===== config.mk =====
export PLATFORM = sky130hd
export DESIGN_NAME = windowed_decimating_fir
export DESIGN_NICKNAME = d
export VERILOG_FILES = /design/src/design/wdf_pkg.sv /design/src/design/windowed_decimating_fir.sv /design/src/design/wdf_shift_mul.sv /design/src/design/wdf_pos_mod.sv
export SDC_FILE = /design/constraint.sdc
export NUM_CORES = 1
export LEC_CHECK = 0
export BUFFER_PORTS_ARGS = -buffer_cell sky130_fd_sc_hd__buf_2
export CAP_MARGIN = 5
export CORE_ASPECT_RATIO = 0.5
export CORE_MARGIN = 3
export CORE_UTILIZATION = 28
export DETAILED_ROUTE_END_ITERATION = 16
export GPL_TIMING_DRIVEN = 0
export SKIP_CTS_REPAIR_TIMING = 1
export SYNTH_ARGS = -nofsm -noshare
export SYNTH_HDL_FRONTEND = slang
export SYNTH_HIERARCHICAL = 1
export SYNTH_SLANG_ARGS = --single-unit

===== constraint.sdc =====
create_clock -name clk -period 10.33 [get_ports clk]
set_clock_uncertainty 0.05 [all_clocks]
set_input_delay 2.066 -clock clk [delete_from_list [all_inputs] [get_ports clk]]
set_output_delay 2.066 -clock clk [all_outputs]
set_load 0.03 [all_outputs]

===== src/design/wdf_pkg.sv =====
package wdf_pkg;

  localparam int WINDOW         = 20;
  localparam int SAMPLE_BITS    = 16;
  localparam int GAIN_FRAC_BITS = 16;

  // Register widths are fixed by the register map.
  localparam int TAPS_W = 5;
  localparam int GAIN_W = 16;
  localparam int TAPS_N = 1 << TAPS_W;

  localparam logic [TAPS_W-1:0] TAPS_RESET = TAPS_W'(20);
  localparam logic [GAIN_W-1:0] GAIN_RESET = GAIN_W'(3277);

  localparam int POS_W  = (WINDOW > 2) ? $clog2(WINDOW) : 1;
  localparam int STRIDE_W = $clog2(WINDOW + 1);
  localparam int ACC_W  = 40;
  localparam int PROD_W = ACC_W + GAIN_W;
  localparam int Q_W    = PROD_W - GAIN_FRAC_BITS;

  localparam int MUL_CNT_W = $clog2(GAIN_W + 1);
  localparam int MOD_CNT_W = $clog2(POS_W + 1);

  typedef enum logic [0:0] {
    REG_TAPS = 1'b0,
    REG_GAIN = 1'b1
  } cfg_reg_t;

  typedef enum logic [2:0] {
    ST_IDLE,
    ST_MUL,
    ST_ACC,
    ST_FINAL,
    ST_SCALE,
    ST_SAT,
    ST_EMIT
  } wdf_state_t;

  typedef struct packed {
    logic              start;
    logic [ACC_W-1:0]  multiplicand;
    logic [GAIN_W-1:0] multiplier;
  } mul_req_t;

  typedef struct packed {
    logic              busy;
    logic [PROD_W-1:0] product;
  } mul_rsp_t;

  typedef struct packed {
    logic                start;
    logic [POS_W-1:0]    dividend;
    logic [STRIDE_W-1:0] divisor;
  } mod_req_t;

  typedef struct packed {
    logic busy;
    logic zero;
  } mod_rsp_t;

  typedef logic [STRIDE_W-1:0] stride_tab_t [TAPS_N];

  // Stride for each tap count, worked out once at elaboration.
  function automatic stride_tab_t build_stride_tab();
    stride_tab_t tab;
    int t;
    int q;
    for (int i = 0; i < TAPS_N; i++) begin
      t = (i == 0) ? 1 : i;
      if (t > WINDOW) t = WINDOW;
      q = 0;
      for (int k = 1; k <= WINDOW; k++) begin
        if (k * t <= WINDOW) q = k;
      end
      tab[i] = STRIDE_W'(q);
    end
    return tab;
  endfunction

  localparam stride_tab_t STRIDE_TAB = build_stride_tab();

endpackage


===== src/design/windowed_decimating_fir.sv =====
// Channel   Direction  Handshake             Payload
// in_       slave      in_tvalid/in_tready   in_tdata: sample_value; in_tuser: frame_start
// out_      master     out_tvalid/out_tready out_tdata: filtered_value
// cfg_      slave      cfg_valid/cfg_ready   cfg_index: register, cfg_data: value
//
// An item is accepted, goes through the shared shift-add multiplier (one gain bit
// per cycle), and then has its tap product added into the accumulator. For the last
// item of a window the accumulator then goes through the same multiplier once more,
// bit by bit, for the stride scaling. With one tap (or a tap count of zero) there
// is no scaling.
// Reset is synchronous and active low; it clears the window and loads the
// register defaults. A waiting result in the output register does not stop the
// next item being taken; only a second result finding it still full stalls.
module windowed_decimating_fir (
  input  logic                          clk,
  input  logic                          rst_n,
  // Input items.
  input  logic                          in_tvalid,
  output logic                          in_tready,
  input  logic [wdf_pkg::SAMPLE_BITS-1:0] in_tdata,  // [15:0] sample_value
  input  logic [0:0]                    in_tuser,  // [0] frame_start
  // Result items.
  output logic                          out_tvalid,
  input  logic                          out_tready,
  output logic [wdf_pkg::SAMPLE_BITS-1:0] out_tdata, // [15:0] filtered_value
  // Register writes.
  input  logic                          cfg_valid,
  output logic                          cfg_ready,
  input  logic [0:0]                    cfg_index,
  input  logic [wdf_pkg::GAIN_W-1:0]    cfg_data
);
  import wdf_pkg::*;

  wdf_state_t state_r, state_nxt;

  logic [TAPS_W-1:0]      taps_r;
  logic [GAIN_W-1:0]      gain_r;
  logic [POS_W-1:0]       pos_r, pos_nxt;
  logic [ACC_W-1:0]       acc_r, acc_nxt;
  logic [SAMPLE_BITS-1:0] hold_r, hold_nxt;
  logic [STRIDE_W-1:0]    stride_r, stride_nxt;
  logic                   single_r, single_nxt;
  logic                   last_r, last_nxt;
  logic [SAMPLE_BITS-1:0] result_r, result_nxt;
  logic                   out_valid_r, out_valid_nxt;
  logic [SAMPLE_BITS-1:0] out_data_r, out_data_nxt;

  mul_req_t mul_req;
  mul_rsp_t mul_rsp;
  mod_req_t mod_req;
  mod_rsp_t mod_rsp;

  logic                   in_acc;
  logic                   emit_load;
  logic [POS_W-1:0]       pos_eff;
  logic [PROD_W-1:0]      biased;
  logic [Q_W-1:0]         quot;
  logic [Q_W-SAMPLE_BITS:0] quot_hi;
  logic                   fits;

  assign in_tready = (state_r == ST_IDLE);
  assign in_acc    = in_tvalid && in_tready;
  assign cfg_ready = 1'b1;
  assign pos_eff   = in_tuser[0] ? '0 : pos_r;

  // Truncation toward zero: a negative total is biased up before the shift.
  assign biased  = mul_rsp.product
                 + (mul_rsp.product[PROD_W-1] ?
                    PROD_W'({GAIN_FRAC_BITS{1'b1}}) : PROD_W'(0));
  assign quot    = biased[PROD_W-1:GAIN_FRAC_BITS];
  assign quot_hi = quot[Q_W-1:SAMPLE_BITS-1];
  assign fits    = (&quot_hi) || !(|quot_hi);

  wdf_shift_mul u_mul (
    .clk   (clk),
    .rst_n (rst_n),
    .req   (mul_req),
    .rsp   (mul_rsp)
  );

  wdf_pos_mod u_mod (
    .clk   (clk),
    .rst_n (rst_n),
    .req   (mod_req),
    .rsp   (mod_rsp)
  );

  always_comb begin
    state_nxt  = state_r;
    pos_nxt    = pos_r;
    acc_nxt    = acc_r;
    hold_nxt   = hold_r;
    stride_nxt = stride_r;
    single_nxt = single_r;
    last_nxt   = last_r;
    result_nxt = result_r;
    emit_load  = 1'b0;
    mul_req    = '0;
    mod_req    = '0;
    unique case (state_r)
      ST_IDLE: begin
        if (in_acc) begin
          // A frame start drops any partial window before this sample.
          if (in_tuser[0]) begin
            acc_nxt = '0;
          end
          if (pos_eff == '0) begin
            hold_nxt = in_tdata;
          end
          stride_nxt = STRIDE_TAB[taps_r];
          single_nxt = (taps_r <= TAPS_W'(1));
          last_nxt   = (pos_eff == POS_W'(WINDOW - 1));
          pos_nxt    = pos_eff;
          mul_req.start        = 1'b1;
          mul_req.multiplicand = {{(ACC_W-SAMPLE_BITS){in_tdata[SAMPLE_BITS-1]}}, in_tdata};
          mul_req.multiplier   = gain_r;
          mod_req.start        = 1'b1;
          mod_req.dividend     = pos_eff;
          mod_req.divisor      = STRIDE_TAB[taps_r];
          state_nxt = ST_MUL;
        end
      end
      ST_MUL: begin
        if (!mul_rsp.busy) begin
          state_nxt = ST_ACC;
        end
      end
      ST_ACC: begin
        // Only positions on the stride grid contribute.
        if (mod_rsp.zero) begin
          acc_nxt = acc_r + mul_rsp.product[ACC_W-1:0];
        end
        if (last_r) begin
          state_nxt = ST_FINAL;
        end else begin
          pos_nxt   = pos_r + 1'b1;
          state_nxt = ST_IDLE;
        end
      end
      ST_FINAL: begin
        pos_nxt = '0;
        acc_nxt = '0;
        if (single_r) begin
          result_nxt = hold_r;
          state_nxt  = ST_EMIT;
        end else begin
          mul_req.start        = 1'b1;
          mul_req.multiplicand = acc_r;
          mul_req.multiplier   = GAIN_W'(stride_r);
          state_nxt            = ST_SCALE;
        end
      end
      ST_SCALE: begin
        if (!mul_rsp.busy) begin
          state_nxt = ST_SAT;
        end
      end
      ST_SAT: begin
        if (fits) begin
          result_nxt = quot[SAMPLE_BITS-1:0];
        end else if (quot[Q_W-1]) begin
          result_nxt = {1'b1, {(SAMPLE_BITS-1){1'b0}}};
        end else begin
          result_nxt = {1'b0, {(SAMPLE_BITS-1){1'b1}}};
        end
        state_nxt = ST_EMIT;
      end
      ST_EMIT: begin
        if (!out_valid_r || out_tready) begin
          emit_load = 1'b1;
          state_nxt = ST_IDLE;
        end
      end
      default: begin
        state_nxt = ST_IDLE;
      end
    endcase
  end

  always_comb begin
    out_data_nxt = out_data_r;
    if (emit_load) begin
      out_valid_nxt = 1'b1;
      out_data_nxt  = result_r;
    end else if (out_tready) begin
      out_valid_nxt = 1'b0;
    end else begin
      out_valid_nxt = out_valid_r;
    end
  end

  always_ff @(posedge clk) begin
    if (!rst_n) begin
      state_r     <= ST_IDLE;
      taps_r      <= TAPS_RESET;
      gain_r      <= GAIN_RESET;
      pos_r       <= '0;
      acc_r       <= '0;
      hold_r      <= '0;
      out_valid_r <= 1'b0;
    end else begin
      state_r     <= state_nxt;
      pos_r       <= pos_nxt;
      acc_r       <= acc_nxt;
      hold_r      <= hold_nxt;
      out_valid_r <= out_valid_nxt;
      if (cfg_valid && cfg_ready) begin
        unique case (cfg_reg_t'(cfg_index))
          REG_TAPS: taps_r <= cfg_data[TAPS_W-1:0];
          REG_GAIN: gain_r <= cfg_data;
          default:  taps_r <= taps_r;
        endcase
      end
    end
  end

  always_ff @(posedge clk) begin
    stride_r   <= stride_nxt;
    single_r   <= single_nxt;
    last_r     <= last_nxt;
    result_r   <= result_nxt;
    out_data_r <= out_data_nxt;
  end

  assign out_tvalid = out_valid_r;
  assign out_tdata  = out_data_r;

`ifndef SYNTHESIS
  a_mul_idle_when_ready: assert property (@(posedge clk) disable iff (!rst_n)
    state_r == ST_IDLE |-> !mul_rsp.busy)
    else $error("multiplier still busy while taking items");

  a_pos_in_window: assert property (@(posedge clk) disable iff (!rst_n)
    pos_r <= POS_W'(WINDOW - 1))
    else $error("window position beyond the window");

  a_window_cleared: assert property (@(posedge clk) disable iff (!rst_n)
    state_r == ST_EMIT |-> (acc_r == '0 && pos_r == '0))
    else $error("window not cleared before its result leaves");

  a_mod_before_acc: assert property (@(posedge clk) disable iff (!rst_n)
    state_r == ST_ACC |-> !mod_rsp.busy)
    else $error("tap decision not ready at accumulation");
`endif

endmodule


===== src/design/wdf_shift_mul.sv =====
module wdf_shift_mul (
  input  logic              clk,
  input  logic              rst_n,
  input  wdf_pkg::mul_req_t req,
  output wdf_pkg::mul_rsp_t rsp
);
  import wdf_pkg::*;

  logic [PROD_W-1:0]    mcand_r, mcand_nxt;
  logic [PROD_W-1:0]    prod_r, prod_nxt;
  logic [GAIN_W-1:0]    mplier_r, mplier_nxt;
  logic [MUL_CNT_W-1:0] cnt_r, cnt_nxt;

  // One multiplier bit per cycle, least significant first.
  always_comb begin
    mcand_nxt  = mcand_r;
    prod_nxt   = prod_r;
    mplier_nxt = mplier_r;
    cnt_nxt    = cnt_r;
    if (req.start) begin
      mcand_nxt  = {{(PROD_W-ACC_W){req.multiplicand[ACC_W-1]}}, req.multiplicand};
      prod_nxt   = '0;
      mplier_nxt = req.multiplier;
      cnt_nxt    = MUL_CNT_W'(GAIN_W);
    end else if (cnt_r != '0) begin
      if (mplier_r[0]) begin
        prod_nxt = prod_r + mcand_r;
      end
      mcand_nxt  = mcand_r << 1;
      mplier_nxt = mplier_r >> 1;
      cnt_nxt    = cnt_r - 1'b1;
    end
  end

  always_ff @(posedge clk) begin
    if (!rst_n) begin
      cnt_r <= '0;
    end else begin
      cnt_r <= cnt_nxt;
    end
  end

  always_ff @(posedge clk) begin
    mcand_r  <= mcand_nxt;
    prod_r   <= prod_nxt;
    mplier_r <= mplier_nxt;
  end

  assign rsp.busy    = (cnt_r != '0);
  assign rsp.product = prod_r;

endmodule


===== src/design/wdf_pos_mod.sv =====
module wdf_pos_mod (
  input  logic              clk,
  input  logic              rst_n,
  input  wdf_pkg::mod_req_t req,
  output wdf_pkg::mod_rsp_t rsp
);
  import wdf_pkg::*;

  logic [POS_W-1:0]     dvd_r, dvd_nxt;
  logic [STRIDE_W-1:0]  dsr_r, dsr_nxt;
  logic [STRIDE_W-1:0]  rem_r, rem_nxt;
  logic [MOD_CNT_W-1:0] cnt_r, cnt_nxt;
  logic [STRIDE_W:0]    shifted;

  // Restoring remainder, one dividend bit per cycle, most significant first.
  always_comb begin
    dvd_nxt = dvd_r;
    dsr_nxt = dsr_r;
    rem_nxt = rem_r;
    cnt_nxt = cnt_r;
    shifted = {rem_r, dvd_r[POS_W-1]};
    if (req.start) begin
      dvd_nxt = req.dividend;
      dsr_nxt = req.divisor;
      rem_nxt = '0;
      cnt_nxt = MOD_CNT_W'(POS_W);
    end else if (cnt_r != '0) begin
      if (shifted >= {1'b0, dsr_r}) begin
        rem_nxt = STRIDE_W'(shifted - {1'b0, dsr_r});
      end else begin
        rem_nxt = shifted[STRIDE_W-1:0];
      end
      dvd_nxt = dvd_r << 1;
      cnt_nxt = cnt_r - 1'b1;
    end
  end

  always_ff @(posedge clk) begin
    if (!rst_n) begin
      cnt_r <= '0;
    end else begin
      cnt_r <= cnt_nxt;
    end
  end

  always_ff @(posedge clk) begin
    dvd_r <= dvd_nxt;
    dsr_r <= dsr_nxt;
    rem_r <= rem_nxt;
  end

  assign rsp.busy = (cnt_r != '0);
  assign rsp.zero = (rem_r == '0);

endmodule

==> impl_metrics.tcl <==
set metrics [dict create \
    row_count 66 \
    htreeDepth 1 \
    synthArstFlopShare 0 \
    num-fill-cells 6734 \
    syn_area_per_cell_um2 8.76 \
    ant_nets 0 \
    cts_tree "built" \
    die_w_um 370 \
    timing.final.ws_setup_ns 5.28 \
    timing.hold.ws_ns 0.369 \
    fmax_mhz 198 \
    p_per_area_nw_per_um2 301 \
    critical_path.top_delay_family "buffers and inverters" \
    dieArea_um2 69700 \
    clk_pin_slew_ns 0.07 \
    worst_pin_slew_ns 1.29 \
    syn_inst 2122 \
    hold_class "reg -> reg" \
    synth_area_um2 18600 \
    outcome "complete, no violations" \
    io_buffers 56 \
    fin_nets 2373 \
    boundaryPins 58 \
    grt_pass1_vias 15365 \
    antenna-diode-count 0 \
    ys_warn_count 6 \
    antenna_found_initial 0 \
    setup-tns-final_ns 0 \
    path_class "in -> reg" \
    cts_root_buffer "clkbuf_16" \
    cts_made_buffers 30 \
    via_per_inst 5.21 \
    grtUsageTotal 0.156 \
    hold_viol 0 \
    r2r_slack_ns 5.30 \
    period_minus_slack_ns 5.05 \
    finalSetupViolCount 0 \
    crit_buf_inv 6 \
    worstSetupEndpointType "flip-flop" \
    ys_seq_area_frac 0.362 \
    crit_top_cell "clkbuf_1" \
    yosysUniqueCellTypes 110 \
    drc_errors 0 \
    initial_core_util 0.285 \
    hpwl_um 44000 \
    cts_sinks 276 \
    crit_slowest_cell "clkbuf_1" \
    worstPathMaxFanout 10 \
    path_cells "buf_2 -> nand2_1 -> or2_2 -> inv_1 -> clkbuf_1 -> or2_2 -> clkbuf_1 -> clkbuf_1 -> clkbuf_1 -> a21oi_1" \
    timing.final.crit_share 0.488 \
    drt_iter0_markers 1317 \
    crit_path_start_kind "input port" \
    die-height_um 188 \
    vias 16246 \
    grt_overflow_total 0 \
    worstPathRequired_ns 10.71 \
    clkLatencyLatePin_ns 0.57 \
    place.gp.congestion 0.900 \
    arrival_ns 5.43 \
    peakVddDrop_uv 113 \
    drv_cap 0 \
    synth_edf_count 121 \
    avgRoutedWirePerCell_um 18.0 \
    cts_buffer_depth 3 \
    synthesis.nets 2284 \
    drt_wl_total_um 56200 \
    grt_max_degree 58 \
    first_pass_iters 5 \
    core-area_um2 65300 \
    area_growth_syn_to_layout_pct 13.1 \
    synth-seq-cells 276 \
    dp_slack_ns 4.77 \
    drive_above_1_share 0.105 \
    crit_path_max_incr_delay_ns 0.76 \
    grt_pass1_wl_um 87100 \
    dominantRegCellSynth "dfxtp_1" \
    finalPower_mw 6.32 \
    drv_slew 0 \
    rsz0062_at_grt "false" \
    power_leakage_nw 8.37 \
    max_slew_margin 0.129 \
]
## worst register-to-register path, cell delays in order, from the launching register on
cell	delay [ns]
dfxtp_1	0.89
ha_1	0.43
a21o_1	0.21
a2111oi_1	0.66
o211ai_1	0.21
o211ai_2	0.20
nor2_1	0.13
or2_2	0.31
a2111oi_0	0.59
nor4b_4	0.59
or4b_1	0.22
buf_2	0.18
nand3_1	0.10
## report_power, final
group	switching (mW)	internal [mW]	total [mW]	leakage (nW)
clock network	0.469	0.635	1.10	0.488
logic	1.99	1.20	3.19	5.38
registers	0.454	1.58	2.03	2.50
total	2.91	3.41	6.32	8.37
## through the flow
stage,std cells,utilization,instance area (um2)
2_1_floorplan,2122,-,18600
3_3_place_gp,3062,0.306,20000
3_5_place_dp,3063,0.306,20000
4_1_cts,3119,0.322,21000
5_1_grt,3119,0.322,21000
6_report,3119,0.322,21000
## registers in the layout (all words and copies together), names as in the netlist, 3 cells and up
| name | flops |
|---|---|
| u_mul/mplier_r | 16 |
| u_mod/rem_r | 5 |
| u_mod/dsr_r | 5 |
| u_mul/mcand_r | 56 |
| result_r | 16 |
| hold_r | 16 |
| u_mul/cnt_r | 5 |
| out_tdata | 16 |
| pos_r | 5 |
| acc_r | 40 |
| stride_r | 5 |
| u_mod/cnt_r | 3 |
| u_mod/dvd_r | 5 |
| state_r | 3 |
| taps_r | 5 |
| u_mul/prod_r | 56 |
| gain_r | 16 |
## metal layers
metal / part of all wire / track usage / wire length, um / vias to the layer above
met1: 0.48 / 0.218 / 26800 / 7679
li1: - / - / - / 7988
met3: 0.064 / 0.0290 / 3610 / 94
met5: 0 / 0 / 0 / -
met4: 0.030 / 0.0448 / 1680 / 0
met2: 0.43 / 0.244 / 24100 / 485
## cell families after synthesis
family	count (synthesis)	share of synthesized area
AOI/OAI and AO/OA	613	0.217
adders and majority gates	123	0.0840
and+or+nand+nor	748	0.202
muxes	88	0.0517
xor gates and xnor gates	92	0.0433
other	1	0.000202
buffers and inverters	181	0.0390
DFF	276	0.362
## cells in the final DEF (no fill, tap or decap), types with 78 or more instances in the layout
| master | n |
|---|---|
| a21oi_1 | 176 |
| clkbuf_1 | 83 |
| dfxtp_1 | 155 |
| edfxtp_1 | 121 |
| ha_1 | 120 |
| inv_1 | 78 |
| nand2_1 | 293 |
| nor2_1 | 98 |
| o21ai_0 | 116 |
## synthesized netlist by cell type (all sizes together) (6+ instances only)
| master | instances | area share |
|---|---|---|
| a2111oi | 7 | 0.0038 |
| a211oi | 22 | 0.0089 |
| a21boi | 21 | 0.0085 |
| a21o | 59 | 0.024 |
| a21oi | 177 | 0.048 |
| a22o | 20 | 0.0094 |
| a22oi | 22 | 0.0089 |
| a311oi | 10 | 0.0050 |
| a31o | 7 | 0.0033 |
| a31oi | 23 | 0.0077 |
| and2 | 46 | 0.016 |
| and3 | 23 | 0.0078 |
| and4 | 10 | 0.0048 |
| buf | 23 | 0.0067 |
| clkbuf | 79 | 0.016 |
| dfxtp | 155 | 0.17 |
| edfxtp | 121 | 0.20 |
| ha | 120 | 0.081 |
| inv | 78 | 0.016 |
| mux2 | 61 | 0.037 |
| mux2i | 27 | 0.015 |
| nand2 | 293 | 0.059 |
| nand2b | 16 | 0.0054 |
| nand3 | 67 | 0.018 |
| nand4 | 33 | 0.013 |
| nor2 | 99 | 0.020 |
| nor2b | 57 | 0.019 |
| nor3 | 39 | 0.011 |
| nor3b | 13 | 0.0052 |
| nor4 | 12 | 0.0057 |
| o2111ai | 8 | 0.0038 |
| o211ai | 18 | 0.0083 |
| o21a | 14 | 0.0057 |
| o21ai | 126 | 0.035 |
| o21bai | 21 | 0.0085 |
| o22ai | 6 | 0.0024 |
| o31ai | 12 | 0.0051 |
| or2 | 9 | 0.0030 |
| or4 | 9 | 0.0037 |
| xnor2 | 59 | 0.028 |
| xor2 | 33 | 0.016 |
## cell type report
| cell class | count | area (um2) | share of cell area |
|---|---|---|---|
| multi-input combinational | 1665 | 11100 | 0.530 |
| sequential | 276 | 6740 | 0.320 |
| tap | 884 | 1110 | 0.0526 |
| clock buffer | 37 | 808 | 0.0384 |
| buffer | 103 | 432 | 0.0205 |
| timing repair buffer | 57 | 308 | 0.0146 |
| inverter | 78 | 293 | 0.0139 |
| clock inverter | 19 | 196 | 0.00934 |
## worst paths after layout
path	endpoint	start	depth (start not counted)
min	out_tdata[11]	result_r[11]	0
max reg2reg	result_r[5]	u_mul/prod_r[55]	12
min reg2reg	out_tdata[11]	result_r[11]	0
max	u_mul/prod_r[4]	in_tvalid	10
No activity file was read; power rests on OpenSTA's default activity.
